--- src/rtl/tccd_pkg.sv ---
// Shared types and character codes for the tool changer command decoder.
package tccd_pkg;

  typedef enum logic [1:0] {
    MotorStop = 2'd0,
    MotorCw   = 2'd1,
    MotorCcw  = 2'd2
  } motor_e;

  typedef enum logic [1:0] {
    NumSkip  = 2'd0,
    NumSign  = 2'd1,
    NumDigit = 2'd2,
    NumDone  = 2'd3
  } num_phase_e;

  localparam logic [7:0] ChNul   = 8'd0;
  localparam logic [7:0] ChTab   = 8'd9;
  localparam logic [7:0] ChLf    = 8'd10;
  localparam logic [7:0] ChVt    = 8'd11;
  localparam logic [7:0] ChFf    = 8'd12;
  localparam logic [7:0] ChCr    = 8'd13;
  localparam logic [7:0] ChSpace = 8'd32;
  localparam logic [7:0] ChPlus  = 8'd43;
  localparam logic [7:0] ChComma = 8'd44;
  localparam logic [7:0] ChMinus = 8'd45;
  localparam logic [7:0] ChZero  = 8'd48;
  localparam logic [7:0] ChNine  = 8'd57;
  localparam logic [7:0] ChLowA  = 8'd97;
  localparam logic [7:0] ChLowZ  = 8'd122;
  localparam logic [7:0] CaseGap = 8'd32;

  localparam logic [7:0] CmdA = 8'd65;
  localparam logic [7:0] CmdB = 8'd66;
  localparam logic [7:0] CmdC = 8'd67;
  localparam logic [7:0] CmdH = 8'd72;
  localparam logic [7:0] CmdJ = 8'd74;
  localparam logic [7:0] CmdK = 8'd75;
  localparam logic [7:0] CmdL = 8'd76;
  localparam logic [7:0] CmdO = 8'd79;
  localparam logic [7:0] CmdP = 8'd80;
  localparam logic [7:0] CmdQ = 8'd81;
  localparam logic [7:0] CmdU = 8'd85;

  localparam logic [7:0] EchoReset  = 8'd48;
  localparam logic [7:0] DelayReset = 8'd1;
  localparam logic [7:0] OnReset    = 8'd5;

  typedef struct packed {
    logic       line_end;
    logic       pump_start;
    logic [7:0] on_time_setting;
    logic [7:0] delay_setting;
    logic [7:0] last_command_code;
    logic [1:0] motor_mode;
    logic       dir_level;
    logic       step_level;
    logic       umbrella_level;
    logic       tool_clamp_level;
    logic       spindle_orient_level;
  } result_t;

endpackage

--- src/rtl/tool_changer_command_decoder_unit.sv ---
// Tool changer command decoder: byte stream in, actuator levels and settings out.
// Each input transaction passes through the input register and then the result register.
// Throughput: one byte per cycle unless the output stalls; one byte can wait in the input register.
// Reset: asynchronous, active low; clears the line buffer, orient high, clamp, umbrella
// and motor off, echo '0', delay 1, on time 5.
module tool_changer_command_decoder_unit #(
  parameter int LINE_CHARS = 32
) (
  input  logic        clk_i,
  input  logic        rst_ni,
  // tdata: [7:0] rx_byte
  input  logic [7:0]  s_axis_tdata_i,
  input  logic        s_axis_tvalid_i,
  output logic        s_axis_tready_o,
  // tdata: [0] spindle_orient_level, [1] tool_clamp_level, [2] umbrella_level,
  // [3] step_level, [4] dir_level, [6:5] motor_mode, [14:7] last_command_code,
  // [22:15] delay_setting, [30:23] on_time_setting, [31] pump_start
  output logic [31:0] m_axis_tdata_o,
  output logic        m_axis_tlast_o,   // line_end
  output logic        m_axis_tvalid_o,
  input  logic        m_axis_tready_i
);

  localparam int CntW = $clog2(LINE_CHARS);
  localparam logic [CntW-1:0] CntMax = CntW'(LINE_CHARS - 1);

  // Input register stage
  logic       in_valid_q;
  logic [7:0] in_byte_q;
  // Result register stage
  logic                 out_valid_q;
  tccd_pkg::result_t    out_q, out_d;

  logic advance;

  // Line assembly state
  logic [CntW-1:0] cnt_q, cnt_d;
  logic            ended_q, ended_d;
  logic [1:0]      fidx_q, fidx_d;
  logic            inside_q, inside_d;
  logic [7:0]      cmd_q, cmd_d;
  logic [1:0]      phase_q, phase_d;
  logic            neg_q, neg_d;
  logic [7:0]      acc_q, acc_d;
  logic [8:0]      pend_delay_q, pend_delay_d;  // [8] present, [7:0] value
  logic [8:0]      pend_on_q, pend_on_d;

  // Persistent outputs
  logic       orient_q, orient_d;
  logic       clamp_q, clamp_d;
  logic       umbrella_q, umbrella_d;
  logic [1:0] motor_q, motor_d;
  logic [7:0] echo_q, echo_d;
  logic [7:0] delay_q, delay_d;
  logic [7:0] on_q, on_d;
  logic       pump;
  logic       line_end;

  // Advance the input stage when the result register is free or being drained.
  assign advance         = in_valid_q && (!out_valid_q || m_axis_tready_i);
  assign s_axis_tready_o = !in_valid_q || advance;

  always_ff @(posedge clk_i or negedge rst_ni) begin
    if (!rst_ni) begin
      in_valid_q <= 1'b0;
    end else if (s_axis_tready_o) begin
      in_valid_q <= s_axis_tvalid_i;
    end
  end

  always_ff @(posedge clk_i) begin
    if (s_axis_tready_o && s_axis_tvalid_i) begin
      in_byte_q <= s_axis_tdata_i;
    end
  end

  // Per-byte update: fold case, then either run the line or absorb one character while the line buffer has room.
  always_comb begin : update
    logic [7:0] c;
    logic       digit;
    logic       blank;
    logic       skip_num;
    logic [1:0] fi;
    logic [1:0] ph;
    logic       ng;
    logic [7:0] ac;
    logic [7:0] v;

    cnt_d        = cnt_q;
    ended_d      = ended_q;
    fidx_d       = fidx_q;
    inside_d     = inside_q;
    cmd_d        = cmd_q;
    phase_d      = phase_q;
    neg_d        = neg_q;
    acc_d        = acc_q;
    pend_delay_d = pend_delay_q;
    pend_on_d    = pend_on_q;
    orient_d     = orient_q;
    clamp_d      = clamp_q;
    umbrella_d   = umbrella_q;
    motor_d      = motor_q;
    echo_d       = echo_q;
    delay_d      = delay_q;
    on_d         = on_q;
    pump         = 1'b0;
    line_end     = 1'b0;
    skip_num     = 1'b0;
    fi           = fidx_q;
    ph           = phase_q;
    ng           = neg_q;
    ac           = acc_q;
    v            = 8'd0;

    c = in_byte_q;
    if (c inside {[tccd_pkg::ChLowA:tccd_pkg::ChLowZ]}) begin
      c = c - tccd_pkg::CaseGap;
    end
    digit = c inside {[tccd_pkg::ChZero:tccd_pkg::ChNine]};
    blank = c inside {tccd_pkg::ChSpace, tccd_pkg::ChTab, tccd_pkg::ChVt,
                      tccd_pkg::ChFf, tccd_pkg::ChCr};

    if (c == tccd_pkg::ChLf) begin
      line_end = 1'b1;
      // Run the command only if at least one field was seen.
      if (fidx_q != 2'd0) begin
        case (cmd_q)
          tccd_pkg::CmdH: begin echo_d = cmd_q; orient_d = 1'b0; end
          tccd_pkg::CmdJ: begin echo_d = cmd_q; orient_d = 1'b1; end
          tccd_pkg::CmdP: begin echo_d = cmd_q; umbrella_d = 1'b1; end
          tccd_pkg::CmdU: begin echo_d = cmd_q; clamp_d = 1'b1; end
          tccd_pkg::CmdK: begin echo_d = cmd_q; umbrella_d = 1'b0; end
          tccd_pkg::CmdL: begin echo_d = cmd_q; clamp_d = 1'b0; end
          tccd_pkg::CmdA: begin echo_d = cmd_q; motor_d = tccd_pkg::MotorCw; end
          tccd_pkg::CmdB: begin echo_d = cmd_q; motor_d = tccd_pkg::MotorCcw; end
          tccd_pkg::CmdC: begin echo_d = cmd_q; motor_d = tccd_pkg::MotorStop; end
          tccd_pkg::CmdO: begin
            // Load both settings only when both number fields were present.
            if (pend_delay_q[8] && pend_on_q[8]) begin
              echo_d  = cmd_q;
              delay_d = pend_delay_q[7:0];
              on_d    = pend_on_q[7:0];
            end
          end
          tccd_pkg::CmdQ: begin echo_d = cmd_q; pump = 1'b1; end
          default: ;
        endcase
      end
      cnt_d        = '0;
      ended_d      = 1'b0;
      fidx_d       = 2'd0;
      inside_d     = 1'b0;
      cmd_d        = 8'd0;
      phase_d      = tccd_pkg::NumSkip;
      neg_d        = 1'b0;
      acc_d        = 8'd0;
      pend_delay_d = 9'd0;
      pend_on_d    = 9'd0;
    end else if (cnt_q < CntMax) begin
      cnt_d = cnt_q + 1'b1;
      if (!ended_q) begin
        if (c == tccd_pkg::ChNul) begin
          ended_d = 1'b1;
        end else if (c == tccd_pkg::ChComma) begin
          inside_d = 1'b0;
        end else begin
          if (!inside_q) begin
            inside_d = 1'b1;
            if (fidx_q == 2'd0) begin
              cmd_d    = c;
              fi       = 2'd1;
              skip_num = 1'b1;
            end else if (fidx_q != 2'd3) begin
              fi = fidx_q + 2'd1;
              ph = tccd_pkg::NumSkip;
              ng = 1'b0;
              ac = 8'd0;
            end else begin
              ph = tccd_pkg::NumDone;
            end
          end
          // Number fields: atoi-style parse, wrapping to 8 bits.
          if (!skip_num && fi[1] && ph != tccd_pkg::NumDone) begin
            case (ph)
              tccd_pkg::NumSkip: begin
                if (blank) begin
                  ph = tccd_pkg::NumSkip;
                end else if (c == tccd_pkg::ChPlus) begin
                  ph = tccd_pkg::NumSign;
                end else if (c == tccd_pkg::ChMinus) begin
                  ph = tccd_pkg::NumSign;
                  ng = 1'b1;
                end else if (digit) begin
                  ac = c - tccd_pkg::ChZero;
                  ph = tccd_pkg::NumDigit;
                end else begin
                  ph = tccd_pkg::NumDone;
                end
              end
              tccd_pkg::NumSign, tccd_pkg::NumDigit: begin
                if (digit) begin
                  ac = (ac << 3) + (ac << 1) + (c - tccd_pkg::ChZero);
                  ph = tccd_pkg::NumDigit;
                end else begin
                  ph = tccd_pkg::NumDone;
                end
              end
              default: ;
            endcase
            v = ng ? (~ac + 8'd1) : ac;
            if (fi == 2'd2) begin
              pend_delay_d = {1'b1, v};
            end else begin
              pend_on_d = {1'b1, v};
            end
          end
          fidx_d  = fi;
          phase_d = ph;
          neg_d   = ng;
          acc_d   = ac;
        end
      end
    end

    out_d.spindle_orient_level = orient_d;
    out_d.tool_clamp_level     = clamp_d;
    out_d.umbrella_level       = umbrella_d;
    out_d.step_level           = (motor_d == tccd_pkg::MotorCw);
    out_d.dir_level            = (motor_d == tccd_pkg::MotorCcw);
    out_d.motor_mode           = motor_d;
    out_d.last_command_code    = echo_d;
    out_d.delay_setting        = delay_d;
    out_d.on_time_setting      = on_d;
    out_d.pump_start           = pump;
    out_d.line_end             = line_end;
  end

  // Commit state on each processed byte.
  always_ff @(posedge clk_i or negedge rst_ni) begin
    if (!rst_ni) begin
      cnt_q        <= '0;
      ended_q      <= 1'b0;
      fidx_q       <= 2'd0;
      inside_q     <= 1'b0;
      cmd_q        <= 8'd0;
      phase_q      <= tccd_pkg::NumSkip;
      neg_q        <= 1'b0;
      acc_q        <= 8'd0;
      pend_delay_q <= 9'd0;
      pend_on_q    <= 9'd0;
      orient_q     <= 1'b1;
      clamp_q      <= 1'b0;
      umbrella_q   <= 1'b0;
      motor_q      <= tccd_pkg::MotorStop;
      echo_q       <= tccd_pkg::EchoReset;
      delay_q      <= tccd_pkg::DelayReset;
      on_q         <= tccd_pkg::OnReset;
    end else if (advance) begin
      cnt_q        <= cnt_d;
      ended_q      <= ended_d;
      fidx_q       <= fidx_d;
      inside_q     <= inside_d;
      cmd_q        <= cmd_d;
      phase_q      <= phase_d;
      neg_q        <= neg_d;
      acc_q        <= acc_d;
      pend_delay_q <= pend_delay_d;
      pend_on_q    <= pend_on_d;
      orient_q     <= orient_d;
      clamp_q      <= clamp_d;
      umbrella_q   <= umbrella_d;
      motor_q      <= motor_d;
      echo_q       <= echo_d;
      delay_q      <= delay_d;
      on_q         <= on_d;
    end
  end

  // Result register: hold until the downstream side takes the transaction.
  always_ff @(posedge clk_i or negedge rst_ni) begin
    if (!rst_ni) begin
      out_valid_q <= 1'b0;
    end else if (advance) begin
      out_valid_q <= 1'b1;
    end else if (m_axis_tready_i) begin
      out_valid_q <= 1'b0;
    end
  end

  always_ff @(posedge clk_i) begin
    if (advance) begin
      out_q <= out_d;
    end
  end

  assign m_axis_tvalid_o = out_valid_q;
  assign m_axis_tdata_o  = out_q[31:0];
  assign m_axis_tlast_o  = out_q.line_end;

  // A pump pulse only comes with the byte that ends a line.
  assert property (@(posedge clk_i) disable iff (!rst_ni)
    m_axis_tvalid_o && m_axis_tdata_o[31] |-> m_axis_tlast_o)
    else $error("pump_start without line_end");

  // Step and direction levels are never driven together.
  assert property (@(posedge clk_i) disable iff (!rst_ni)
    m_axis_tvalid_o |-> !(m_axis_tdata_o[3] && m_axis_tdata_o[4]))
    else $error("step and dir both high");

  // The motor state never takes the unused code.
  assert property (@(posedge clk_i) disable iff (!rst_ni)
    motor_q != 2'd3)
    else $error("motor state out of range");

  // The line buffer is empty right after a line-ending byte is processed.
  assert property (@(posedge clk_i) disable iff (!rst_ni)
    advance && line_end |=> (cnt_q == '0) && (fidx_q == 2'd0) && !pend_delay_q[8])
    else $error("line state not cleared at line end");

endmodule
--- config.mk ---
export PLATFORM = sky130hd
export DESIGN_NAME = tool_changer_command_decoder_unit
export DESIGN_NICKNAME = d
export VERILOG_FILES = /design/src/rtl/tccd_pkg.sv /design/src/rtl/tool_changer_command_decoder_unit.sv
export SDC_FILE = /design/constraint.sdc
export NUM_CORES = 1
export LEC_CHECK = 0
export BUFFER_PORTS_ARGS = -buffer_cell sky130_fd_sc_hd__buf_2
export CAP_MARGIN = 25
export CORE_ASPECT_RATIO = 2
export CORE_MARGIN = 8
export CORE_UTILIZATION = 30
export DETAILED_ROUTE_END_ITERATION = 8
export PLACE_DENSITY_LB_ADDON = 0.12
export SYNTH_ARGS = -nofsm -noshare
export SYNTH_HDL_FRONTEND = slang
export SYNTH_SLANG_ARGS = --single-unit
--- constraint.sdc ---
create_clock -name clk_i -period 4.7 [get_ports clk_i]
set_clock_uncertainty 0.05 [all_clocks]
set_input_delay 0.94 -clock clk_i [delete_from_list [all_inputs] [get_ports clk_i]]
set_output_delay 0.94 -clock clk_i [all_outputs]
set_load 0.05 [all_outputs]
Word level (Yosys, flattened, before mapping):

Cells that the tools add are included.

* flip-flop bits (word level): 118
* word-level logic and storage cells: 253

* $add $sub $neg: 7
* order comparisons: 5
* equal/unequal tests: 32
* mux-type cells: 146
* bitwise logic cells: 1
* reductions and logical operators: 31

Operators with widths (count)
* 8-bit 2-to-1 mux: 45
* 9-bit 2-to-1 mux: 14
* 8-bit by 7-bit == test with 1-bit output (second input constant): 11
* 2-bit 2-to-1 mux: 32
* 1-bit 2-to-1 mux: 46
* 8-bit by 4-bit == test with 1-bit output (second input constant): 5
* 8-bit by 6-bit == test with 1-bit output (second input constant): 4
* 8-bit one-hot mux with 2 select lines: 2
* 7-bit AND reduction: 3
* 8-bit adder: 2
* 8-bit by 6-bit subtractor with 8-bit output (second input constant): 2
* 2-bit nonzero test: 6
* 5-bit 2-to-1 mux: 2
* 2-bit != test (second input constant): 5
* 10-bit OR reduction: 1
* 8-bit by 1-bit adder with 8-bit output (second input constant): 1
* 8-bit by 6-bit greater-or-equal comparator with 1-bit output (second input constant): 1
* 8-bit by 7-bit greater-or-equal comparator with 1-bit output (second input constant): 1
* 8-bit by 6-bit less-or-equal comparator with 1-bit output (second input constant): 1
* 8-bit by 7-bit less-or-equal comparator with 1-bit output (second input constant): 1
* 8-bit logical NOT: 1
* 8-bit inverter: 1
* 1-bit logical AND: 7
* 2-bit == test (second input constant): 3
* 16 further kinds: 25

Depth between registers and ports, before layout:

Gate-level depths: netlist of run 1.

* word-level depth: 30
* mapped depth: 18
* mapped depth without buffers: 18

Worst setup path before layout of run 1:

Ideal clock, no wire load.

* path type: flip-flop to flip-flop
* start point: register in_byte_q[2]
* end point: register pend_on_q[6]
* library setup time: 126 ps
* arrival time: 3694 ps
* setup slack: 831 ps
* cell stages (with the launch flop): 17
* path buffers: 1
* cells stage by stage: edfxtp_1 -> buf_2 -> a21oi_1 -> o2bb2ai_2 -> o31ai_1 -> inv_1 -> ha_1 -> fa_1 -> inv_1 -> ha_1 -> xor2_1 -> a21oi_1 -> o32a_1 -> a2bb2oi_1 -> a41oi_1 -> xnor2_1 -> o21ai_1

* cells in the longest elaborated chain, start to end: 26
* elaborated cells between the ends (all ways): 60
* those cells by class: add/sub: 4; order compare: 4; eq/ne: 13; mux: 31; bitwise: 1; reduce/logical: 7

Ends and longest elaborated chain
* start: declaration: line tool_changer_command_decoder_unit.sv:29 `logic [7:0] in_byte_q;`
* start signal: assignment: line tool_changer_command_decoder_unit.sv:73 `in_byte_q <= s_axis_tdata_i;`
* 8-bit by 7-bit greater-or-equal comparator with 1-bit output / 8-bit by 7-bit less-or-equal comparator with 1-bit output (equally long branches): line tool_changer_command_decoder_unit.sv:116 `if (c inside {[tccd_pkg::ChLowA:tccd_pkg::ChLowZ]}) begin`
* 1-bit logical AND: line tool_changer_command_decoder_unit.sv:116
* 8-bit 2-to-1 mux (*): line tool_changer_command_decoder_unit.sv:116
* branches (longest 23 deep; another with 8-bit by 6-bit subtractor with 8-bit output)
* end signal: assignment: line tool_changer_command_decoder_unit.sv:268 `pend_on_q <= pend_on_d;`
* end: declaration: line tool_changer_command_decoder_unit.sv:46 `logic [8:0] pend_on_q, pend_on_d;`

Every way passes the cells marked *. The select of a mux whose other input is x is not followed.
A chain may end at the register's enable or synchronous reset.

Worst setup path after layout of run 1:

Ends and elaborated chain as after synthesis.

==> impl_metrics.py, run 1 <==
metrics = {
    "min_path": {
        "hp-class": "reg -> reg",
    },
    "pwr": {
        "p_total_mw": 4.32,
        "p_per_area_nw_per_um2": 566,
        "p_leak_nw": 3.37,
        "irDropWorstVdd_mv": 0.229,
    },
    "clock_tree": {
        "cts-root-buf": "clkbuf_16",
        "max-clock-path-buffers": 2,
        "clock_latency_ns": 0.42,
        "cts_num_sinks": 118,
        "cts_max_level": 4,
        "cts_tree": "built",
        "numCtsBuffers": 17,
        "path_clk_slew_ns": 0.05,
    },
    "worst_setup_path": {
        "cpPeakStageDelay_ns": 0.56,
        "start_kind": "register",
        "crit_fanout": 6,
        "path_class": "reg -> reg",
        "crit_arrival_ns": 4.64,
        "crit_path_end_kind": "register",
        "crit_chain": "a21oi_1, o2bb2ai_2, o31ai_1, inv_1, ha_1, fa_1, inv_1, ha_1, xor2_1, a21oi_1, o32a_1, a2bb2oi_1, a41oi_1, xnor2_1, o21ai_1",
        "required_ns": 4.94,
        "cpMaxStageDelayCell": "fa_1",
    },
    "drt": {
        "ant_nets": 0,
        "vias": 4925,
        "drtIter0Drc": 297,
        "routedWlPerCell_um": 17.5,
        "drt-total-wl_mm": 17.3,
        "viasPerCell": 4.98,
        "firstDrtPassIters": 5,
        "drc": 0,
    },
    "timing": {
        "fmax_mhz": 227,
        "slew_headroom_pct": 44.8,
        "finalMaxSlewViolations": 0,
        "finalHoldViolations": 0,
        "fin_tns_setup_ns": 0,
        "timing.final.crit_period_ns": 4.40,
        "tightest_slew_ns": 0.822,
        "setup_viol": 0,
        "period_share_pct": 93.6,
        "rsz0062_at_grt": "false",
    },
    "floorplan": {
        "initial_core_util_pct": 30.6,
        "row_count": 75,
        "ios": 47,
        "fp.dieArea_um2": 26500,
        "coreArea_um2": 20900,
        "fp.dieH_um": 223,
        "die_x_um": 119,
    },
    "synth": {
        "seq_area_frac_synth_pct": 49.5,
        "synthAdderAreaFrac_pct": 4.50,
        "synth-simple-area-share_pct": 17.1,
        "avgSynthCellArea_um2": 9.94,
        "synthesis.nets": 676,
        "synth_cell_type_count": 73,
        "ys_ff_latch": 118,
        "synth-edff-count": 41,
        "syn-cell-area_um2": 6400,
        "netlist_instances": 644,
        "synthArstFlopShare_pct": 65.3,
        "synthFlopType": "dfrtp_1",
        "synth_compound_area_share_pct": 17.2,
        "synth_xor_area_share_pct": 2.74,
        "yosysWarnings": 0,
        "synthMuxAreaShare_pct": 4.85,
        "synth_top_family_by_area": "compound AO/OA/AOI/OAI gates",
    },
    "final_layout": {
        "area_growth_pct": 19.3,
        "diodes": 0,
        "final_common_cell": "nand2_1",
        "final_nets": 738,
        "layout_common_cells": "124 x nand2_1, 71 x dfrtp_1, 45 x buf_2",
        "final_util_pct": 36.5,
        "drive_gt1_share_pct": 22.0,
        "stdcell_area_um2": 7630,
    },
    "global_routing": {
        "grt_pass1_vias": 5210,
        "grt_pass1_wl_mm": 27.9,
        "grt_max_degree": 59,
        "track_usage_pct": 13.6,
        "grt_overflow": 0,
        "antenna_found_initial": 0,
    },
    "placement": {
        "dpl.hpwl_mm": 13.2,
        "place_area_um2": 7020,
        "numPortBuffers": 46,
        "gp_congestion": 0.895,
    },
    "flow_run": {
        "maxCapViolations": 0,
    },
    "run_status": {
        "status": "complete, no violations",
    },
}
==> cell families after synthesis <==
| group | after synthesis |
|---|---|
| AOI/OAI and AO/OA | 154 |
| xor gates and xnor gates | 20 |
| adders and majority gates | 20 |
| buffers and inverters | 67 |
| DFF | 118 |
| muxes | 28 |
| and+or+nand+nor | 237 |
==> cell usage after synthesis (15+ instances only) <==
cell type	number	area [um2]
nand2_1	125	469
dfrtp_1	71	1780
edfxtp_1	41	1230
nor2_1	40	150
o21ai_0	35	175
inv_1	34	128
a21oi_1	27	135
mux2_2	24	270
clkbuf_1	20	75.1
ha_1	15	188
==> state kept, by name, indices dropped and copies added, names as in the netlist, 2 cells and up <==
| name | flops |
|---|---|
| m_axis_tdata_o | 32 |
| fidx_q | 2 |
| pend_delay_q | 9 |
| on_q | 8 |
| echo_q | 8 |
| phase_q | 2 |
| cnt_q | 5 |
| cmd_q | 8 |
| in_byte_q | 8 |
| motor_q | 2 |
| delay_q | 8 |
| pend_on_q | 9 |
| acc_q | 8 |
==> where the power goes <==
group / switching (mW) / internal [mW] / leakage, nW
logic: 1.07 / 0.591 / 1.69
clock network: 0.453 / 0.788 / 0.274
registers: 0.164 / 1.25 / 1.40
total: 1.69 / 2.63 / 3.37
==> critical path: cells and delay by family (launching register included) <==
family,cells,cell delay (ns)
flops,1,0.53
fa+ha+maj,3,1.27
xor+xnor,2,0.41
compound gates,8,1.83
buf+inv,2,0.18
==> repair_timing <==
action | in CTS | in global routing
setup buffers | 0 | 3
gates resized for setup | 0 | 2
endpoints found under the setup margin | 0 | 5
hold buffers | 0 | 0
==> worst paths after layout <==
path	startpoint	endpoint	slack, ns	cells past startpoint
worst max-delay path	in_byte_q[2]$_DFFE_PP_	pend_on_q[6]$_DFFE_PN0P_	0.30	15
worst min-delay path	on_q[2]$_DFFE_PN1P_	on_q[2]$_DFFE_PN1P_	0.40	2
worst max register to register	in_byte_q[2]$_DFFE_PP_	pend_on_q[6]$_DFFE_PN0P_	0.30	15
worst min register to register	on_q[2]$_DFFE_PN1P_	on_q[2]$_DFFE_PN1P_	0.40	2
max in group asynchronous	rst_ni	on_q[2]$_DFFE_PN1P_	3.21	2
min in group asynchronous	rst_ni	in_valid_q$_DFFE_PN0N_	0.48	1
==> layout make-up <==
class                           count  area, um2
Multi-Input combinational cell    459       2980
Timing Repair Buffer               74        455
Clock buffer                       22        454
Fill cell                        2104      13300
Clock inverter                     10        109
Inverter                           36        135
Tap cell                          269        337
Sequential cell                   118       3170
==> layer usage <==
| metal | vias up | GRT usage, % | share of wire, % |
|---|---|---|---|
| li1 | 2403 | - | - |
| met1 | 2386 | 12.6 | 36 |
| met2 | 100 | 25.4 | 55 |
| met3 | 36 | 3.18 | 3.1 |
| met4 | 0 | 8.99 | 5.1 |
| met5 | - | 0 | 0 |
==> stage by stage <==
| stage | instances | hold WS [ns] | setup WS, ns |
|---|---|---|---|
| 2_1_floorplan | 644 | 0.376 | 0.831 |
| 3_3_place_gp | 952 | 0.394 | 0.298 |
| 3_5_place_dp | 952 | 0.403 | 0.218 |
| 4_1_cts | 984 | 0.407 | 0.215 |
| 5_1_grt | 988 | 0.420 | 0.0606 |
| 6_report | 988 | 0.404 | 0.302 |
Note: power is estimated with default switching activity, not from simulation.
==> inputs of run 2 (changes only) <==
clock period = 4 ns   (was 4.7 ns; I/O delays follow)
==> impl_metrics.py, run 2 (same netlist as run 1, synthesis figures left out) <==
metrics = {
    "floorplan": {
        "initial_core_util_pct": 30.6,
        "die_x_um": 119,
        "row_count": 75,
        "coreArea_um2": 20900,
        "ios": 47,
        "fp.dieArea_um2": 26500,
        "fp.dieH_um": 223,
    },
    "drt": {
        "vias": 5059,
        "firstDrtPassIters": 4,
        "drt-total-wl_mm": 17.7,
        "routedWlPerCell_um": 17.2,
        "drtIter0Drc": 245,
        "viasPerCell": 4.92,
        "drc": 0,
        "ant_nets": 0,
    },
    "final_layout": {
        "layout_common_cells": "124 x nand2_1, 71 x dfrtp_1, 69 x buf_4",
        "instances_no_fill": 1028,
        "area_growth_pct": 24.9,
        "seq_area_um2": 3170,
        "largest_reg_flops": 32,
        "final.fill_count": 2103,
        "diodes": 0,
        "final_nets": 778,
        "final_util_pct": 38.2,
        "multi_input_area_um2": 3060,
        "drive_gt1_share_pct": 28.5,
        "final_common_cell": "nand2_1",
    },
    "clock_tree": {
        "cts_num_sinks": 118,
        "cts_tree": "built",
        "clock_latency_ns": 0.42,
        "numCtsBuffers": 17,
        "max-clock-path-buffers": 2,
        "cts_max_level": 4,
        "cts_hold_buf": 0,
        "path_clk_slew_ns": 0.06,
        "cts-root-buf": "clkbuf_16",
    },
    "worst_setup_path": {
        "path_class": "reg -> reg",
        "crit_fanout": 4,
        "start_kind": "register",
        "cp.buffers_inverters": 2,
        "crit_arrival_ns": 4.10,
        "crit_top_cell": "xnor2_1",
        "required_ns": 4.25,
        "cpPeakStageDelay_ns": 0.50,
        "cpMaxStageDelayCell": "fa_1",
        "crit_path_end_kind": "register",
        "crit_chain": "nor4_4, o2bb2ai_2, o31ai_2, inv_1, ha_2, xnor2_2, inv_1, fa_1, ha_1, a21oi_1, xnor2_1, xnor2_1, o21ai_0, a22oi_2, xnor2_1, o21ai_1",
        "path_delay_family": "adder cells",
    },
    "global_routing": {
        "antenna_found_initial": 0,
        "grt_max_degree": 65,
        "grt_pass1_vias": 5305,
        "track_usage_pct": 13.8,
        "grt_pass1_wl_mm": 28.3,
        "grt_overflow": 0,
    },
    "timing": {
        "fmax_mhz": 260,
        "period_share_pct": 96.2,
        "finalHoldViolations": 0,
        "slew_headroom_pct": 42.6,
        "timing.final.crit_period_ns": 3.85,
        "finalMaxSlewViolations": 0,
        "setup_viol": 0,
        "whs_ns": 0.405,
        "tightest_slew_ns": 0.861,
    },
    "placement": {
        "gp_congestion": 0.884,
        "numPortBuffers": 46,
        "dp.cells": 994,
        "dpl.hpwl_mm": 13.6,
    },
    "pwr": {
        "p_total_mw": 5.26,
        "pwr-share-seq_pct": 31.2,
        "clkPwrFrac_pct": 27.3,
        "combPwrFrac_pct": 41.5,
        "p_per_area_nw_per_um2": 658,
        "p_int_mw": 3.18,
        "p_leak_nw": 3.56,
        "irDropWorstVdd_mv": 0.266,
        "power_switching_mw": 2.08,
        "switching_share_pct": 39.5,
    },
    "flow_run": {
        "maxCapViolations": 0,
    },
    "run_status": {
        "status": "complete, no violations",
    },
    "min_path": {
        "hp-class": "reg -> reg",
    },
}
-- run 2: cell count changes in the layout (fill, tap and decap cells not counted), sizes merged --
cell / delta
buf: +40
clkbuf: -5
clkinvlp: +3
inv: +3
bufinv: -1
-- run 2: power by group through the flow --
stage	Sequential [mW]	Clock, mW	Combinational [mW]
after global placement	1.66	0	2.12
after global routing	1.68	1.52	2.40
after detailed placement	1.66	0	2.12
after CTS	1.64	1.49	2.14
after floorplan	1.69	0	1.31
final	1.64	1.43	2.19
-- run 2: metrics by stage --
step	TNS (ns)	area (um2)	setup WS, ns
finish	0	7990	0.153
global placement	-0.134	7330	-0.0770
global route	-0.165	7990	-0.0484
detailed placement	-0.0828	7330	-0.0493
floorplan	0	6400	0.131
CTS	0	7900	0.0283
-- run 2: cell type report --
type	count	area share (%)
Multi-Input combinational cell	459	38.2
Sequential cell	118	39.6
Tap cell	269	4.21
Clock buffer	17	5.32
Inverter	36	1.69
Clock inverter	15	1.64
Timing Repair Buffer	114	9.30
-- run 2: worst paths after layout --
check	cells past startpoint	startpoint	to	slack, ns
setup / recovery	16	in_byte_q[2]$_DFFE_PP_	pend_on_q[7]$_DFFE_PN0P_	0.15
hold / removal	2	on_q[2]$_DFFE_PN1P_	on_q[2]$_DFFE_PN1P_	0.40
setup reg to reg	16	in_byte_q[2]$_DFFE_PP_	pend_on_q[7]$_DFFE_PN0P_	0.15
hold reg to reg	2	on_q[2]$_DFFE_PN1P_	on_q[2]$_DFFE_PN1P_	0.40
max in group asynchronous	2	rst_ni	echo_q[5]$_DFFE_PN1P_	2.67
min in group asynchronous	1	rst_ni	in_valid_q$_DFFE_PN0N_	0.42
-- run 2: timing repair --
| action | CTS | global route |
|---|---|---|
| hold endpoints to repair | 0 | 0 |
| setup endpoints to repair | 4 | 13 |
| resized for setup | 2 | 14 |
| setup buffers | 0 | 2 |
| pin swaps | 0 | 3 |
-- run 2: metal layers --
| metal | wire [um] | global-route usage (%) | vias up |
|---|---|---|---|
| met5 | 0 | 0 | - |
| met4 | 966 | 8.79 | 0 |
| met3 | 449 | 3.02 | 44 |
| met2 | 9830 | 26.0 | 93 |
| met1 | 6410 | 13.0 | 2439 |
| li1 | - | - | 2483 |
-- run 2: worst reg2reg max path: cells and delay by family, from the launching register on --
kind,cells,cell delay [ns]
buffers and inverters,2,0.24
adders and majority gates,3,1.10
AOI/OAI and AO/OA,6,0.87
xor gates and xnor gates,4,0.63
DFF,1,0.47
and+or+nand+nor,1,0.35
==> inputs of run 3 (changes only) <==
ABC_AREA = 1   (was not set)
CTS_CLUSTER_DIAMETER = 80   (was not set)
==> impl_metrics.py, run 3 <==
metrics = {
    "pwr": {
        "pwr-share-seq_pct": 33.4,
        "p_leak_nw": 3.62,
        "switching_share_pct": 40.7,
        "clkPwrFrac_pct": 25.1,
        "power_switching_mw": 2.19,
        "combPwrFrac_pct": 41.5,
        "irDropWorstVdd_mv": 0.343,
        "p_int_mw": 3.18,
        "p_per_area_nw_per_um2": 698,
    },
    "timing": {
        "fin_tns_setup_ns": 0,
        "finalMaxSlewViolations": 0,
        "timing.final.crit_period_ns": 3.74,
        "fmax_mhz": 267,
        "finalHoldViolations": 0,
        "setup_viol": 0,
        "period_share_pct": 93.5,
        "tightest_slew_ns": 0.650,
        "fin_ws_ns": 0.260,
        "slew_headroom_pct": 56.6,
    },
    "final_layout": {
        "layout_common_cells": "218 x nand2_1, 103 x inv_1, 71 x dfrtp_1",
        "final_common_cell": "nand2_1",
        "final.fill_count": 2140,
        "drive_gt1_share_pct": 17.3,
        "final_nets": 873,
        "largest_reg_flops": 32,
        "diodes": 0,
        "area_growth_pct": 20.2,
    },
    "synth": {
        "netlist_instances": 768,
        "yosysWarnings": 0,
        "ys_ff_latch": 118,
        "synth_cell_type_count": 52,
        "yosys-top-cells-count": "218 x nand2_1, 104 x inv_1, 71 x dfrtp_1",
        "yosysMostFrequentCell": "nand2_1",
        "synthFlopType": "dfrtp_1",
        "synthesis.nets": 800,
        "avgSynthCellArea_um2": 8.33,
        "synthArstFlopShare_pct": 65.3,
        "yosysTopAreaCell": "dfrtp_1",
        "synth_top_cell_area_share_pct": 27.8,
        "synth_area_leaders": "dfrtp_1 28%, edfxtp_1 19%, nand2_1 13%, inv_1 6.1%, o21ai_0 5.2%",
        "syn-cell-area_um2": 6390,
        "synth-edff-count": 41,
        "seq_area_frac_synth_pct": 49.5,
    },
    "drt": {
        "routedWlPerCell_um": 15.0,
        "drt-total-wl_mm": 16.8,
        "drtIter0Drc": 331,
        "firstDrtPassIters": 5,
        "ant_nets": 0,
        "drc": 0,
        "vias": 5323,
        "viasPerCell": 4.74,
    },
    "clock_tree": {
        "cts_num_sinks": 118,
        "clock_latency_ns": 0.42,
        "path_clk_slew_ns": 0.06,
        "cts-root-buf": "clkbuf_16",
        "max-clock-path-buffers": 2,
        "cts_tree": "built",
        "cts_max_level": 4,
        "numCtsBuffers": 17,
    },
    "flow_run": {
        "maxCapViolations": 0,
    },
    "worst_setup_path": {
        "crit_fanout": 5,
        "required_ns": 4.26,
        "crit_path_end_kind": "register",
        "path_class": "reg -> reg",
        "crit_arrival_ns": 4.00,
        "start_kind": "register",
    },
    "placement": {
        "dpl.hpwl_mm": 12.9,
        "numPortBuffers": 46,
        "post-place-ws_ns": -0.0239,
        "gp_congestion": 0.819,
    },
    "global_routing": {
        "grt_max_degree": 78,
        "grt_use_met1_pct": 12.2,
        "grt_pass1_vias": 5293,
        "track_usage_pct": 13.2,
        "grt_overflow": 0,
        "met2_usage_pct": 24.5,
        "grt-busiest-layer": "met2",
        "grt_pass1_wl_mm": 27.2,
        "grt_util_met3_pct": 3.25,
        "antenna_found_initial": 0,
    },
    "min_path": {
        "hp-class": "in -> async",
    },
    "floorplan": {
        "coreArea_um2": 20900,
        "fp.dieArea_um2": 26500,
        "die_x_um": 119,
        "initial_core_util_pct": 30.6,
        "ios": 47,
        "fp.dieH_um": 222,
        "row_count": 75,
    },
    "run_status": {
        "status": "complete, no violations",
    },
}
[run 3: area by class of cell]
class / count / area, um2 / area share [%]
clock inverters: 4 / 22.5 / 0.293
repair buffers: 76 / 490 / 6.38
multi-input cells: 515 / 2750 / 35.8
clock buffers: 28 / 497 / 6.46
flip-flops and latches: 118 / 3170 / 41.2
inverters: 113 / 428 / 5.57
well taps: 269 / 337 / 4.38
[run 3: kinds of logic after synthesis]
group	after synthesis	share of synthesized area (%)
fa+ha+maj	20	4.50
compound gates	129	12.1
flops	118	49.5
simple gates	359	24.7
buf+inv	135	8.26
xor+xnor	7	0.959
[run 3: final timing paths]
| kind | start | to | slack (ns) | cells after the start |
|---|---|---|---|---|
| setup / recovery | in_byte_q[1]$_DFFE_PP_ | pend_on_q[7]$_DFFE_PN0P_ | 0.26 | 24 |
| hold / removal | rst_ni | acc_q[3]$_DFFE_PN0P_ | 0.24 | 1 |
| setup reg to reg | in_byte_q[1]$_DFFE_PP_ | pend_on_q[7]$_DFFE_PN0P_ | 0.26 | 24 |
| hold reg to reg | acc_q[2]$_DFFE_PN0P_ | acc_q[2]$_DFFE_PN0P_ | 0.43 | 2 |
| max in group asynchronous | rst_ni | orient_q$_DFFE_PN1P_ | 3.01 | 2 |
| min in group clk_i | acc_q[2]$_DFFE_PN0P_ | acc_q[2]$_DFFE_PN0P_ | 0.43 | 2 |
[run 3: per-stage QoR]
step / power, mW / hold slack [ns] / util [%] / area [um2] / std cells
floorplan: 3.40 / 0.398 / - / 6390 / 768
global placement: 3.98 / 0.422 / 33.6 / 7030 / 1082
detailed placement: 4.03 / 0.419 / 33.6 / 7030 / 1082
CTS: 5.42 / 0.431 / 36.1 / 7560 / 1114
global route: 5.78 / 0.244 / 36.7 / 7690 / 1123
finish: 5.37 / 0.237 / 36.7 / 7690 / 1123
[run 3: layer usage]
metal	vias up	routed length (um)	part of all wire, %
li1	2674	-	-
met1	2504	6200	37
met2	113	9260	55
met3	32	601	3.6
met4	0	787	4.7
met5	-	0	0
[run 3: timing repair]
item,CTS,global route
hold buffers,0,0
endpoints found under the setup margin,3,5
buffers inserted,0,8
pin swaps,0,3
gates resized for setup,1,9
[run 3: power groups by stage]
stage                     sequential [mW]  clock, mW  combinational, mW
after detailed placement             1.82          0               2.21
after floorplan                      2.09          0               1.31
after global routing                 1.84       1.43               2.51
after CTS                            1.80       1.39               2.23
final                                1.79       1.34               2.23
after global placement               1.81          0               2.17
[run 3: worst max-delay path, stage by stage, from the launching register on]
cell and delay, ns:
edfxtp_1 0.47, inv_2 0.12, nor2_1 0.06, nand2_2 0.10
nand3_2 0.14, a21oi_4 0.22, ha_1 0.20, inv_1 0.09
xor2_2 0.18, inv_1 0.08, fa_1 0.50, ha_1 0.35
a21oi_2 0.17, inv_1 0.05, nand2_1 0.06, nand2_1 0.06
xor2_1 0.14, nand2_1 0.06, nand2_1 0.04, nand2_1 0.05
nor2_1 0.05, nor2_2 0.11, nand3_1 0.11, nand4_1 0.11
nand2_1 0.05
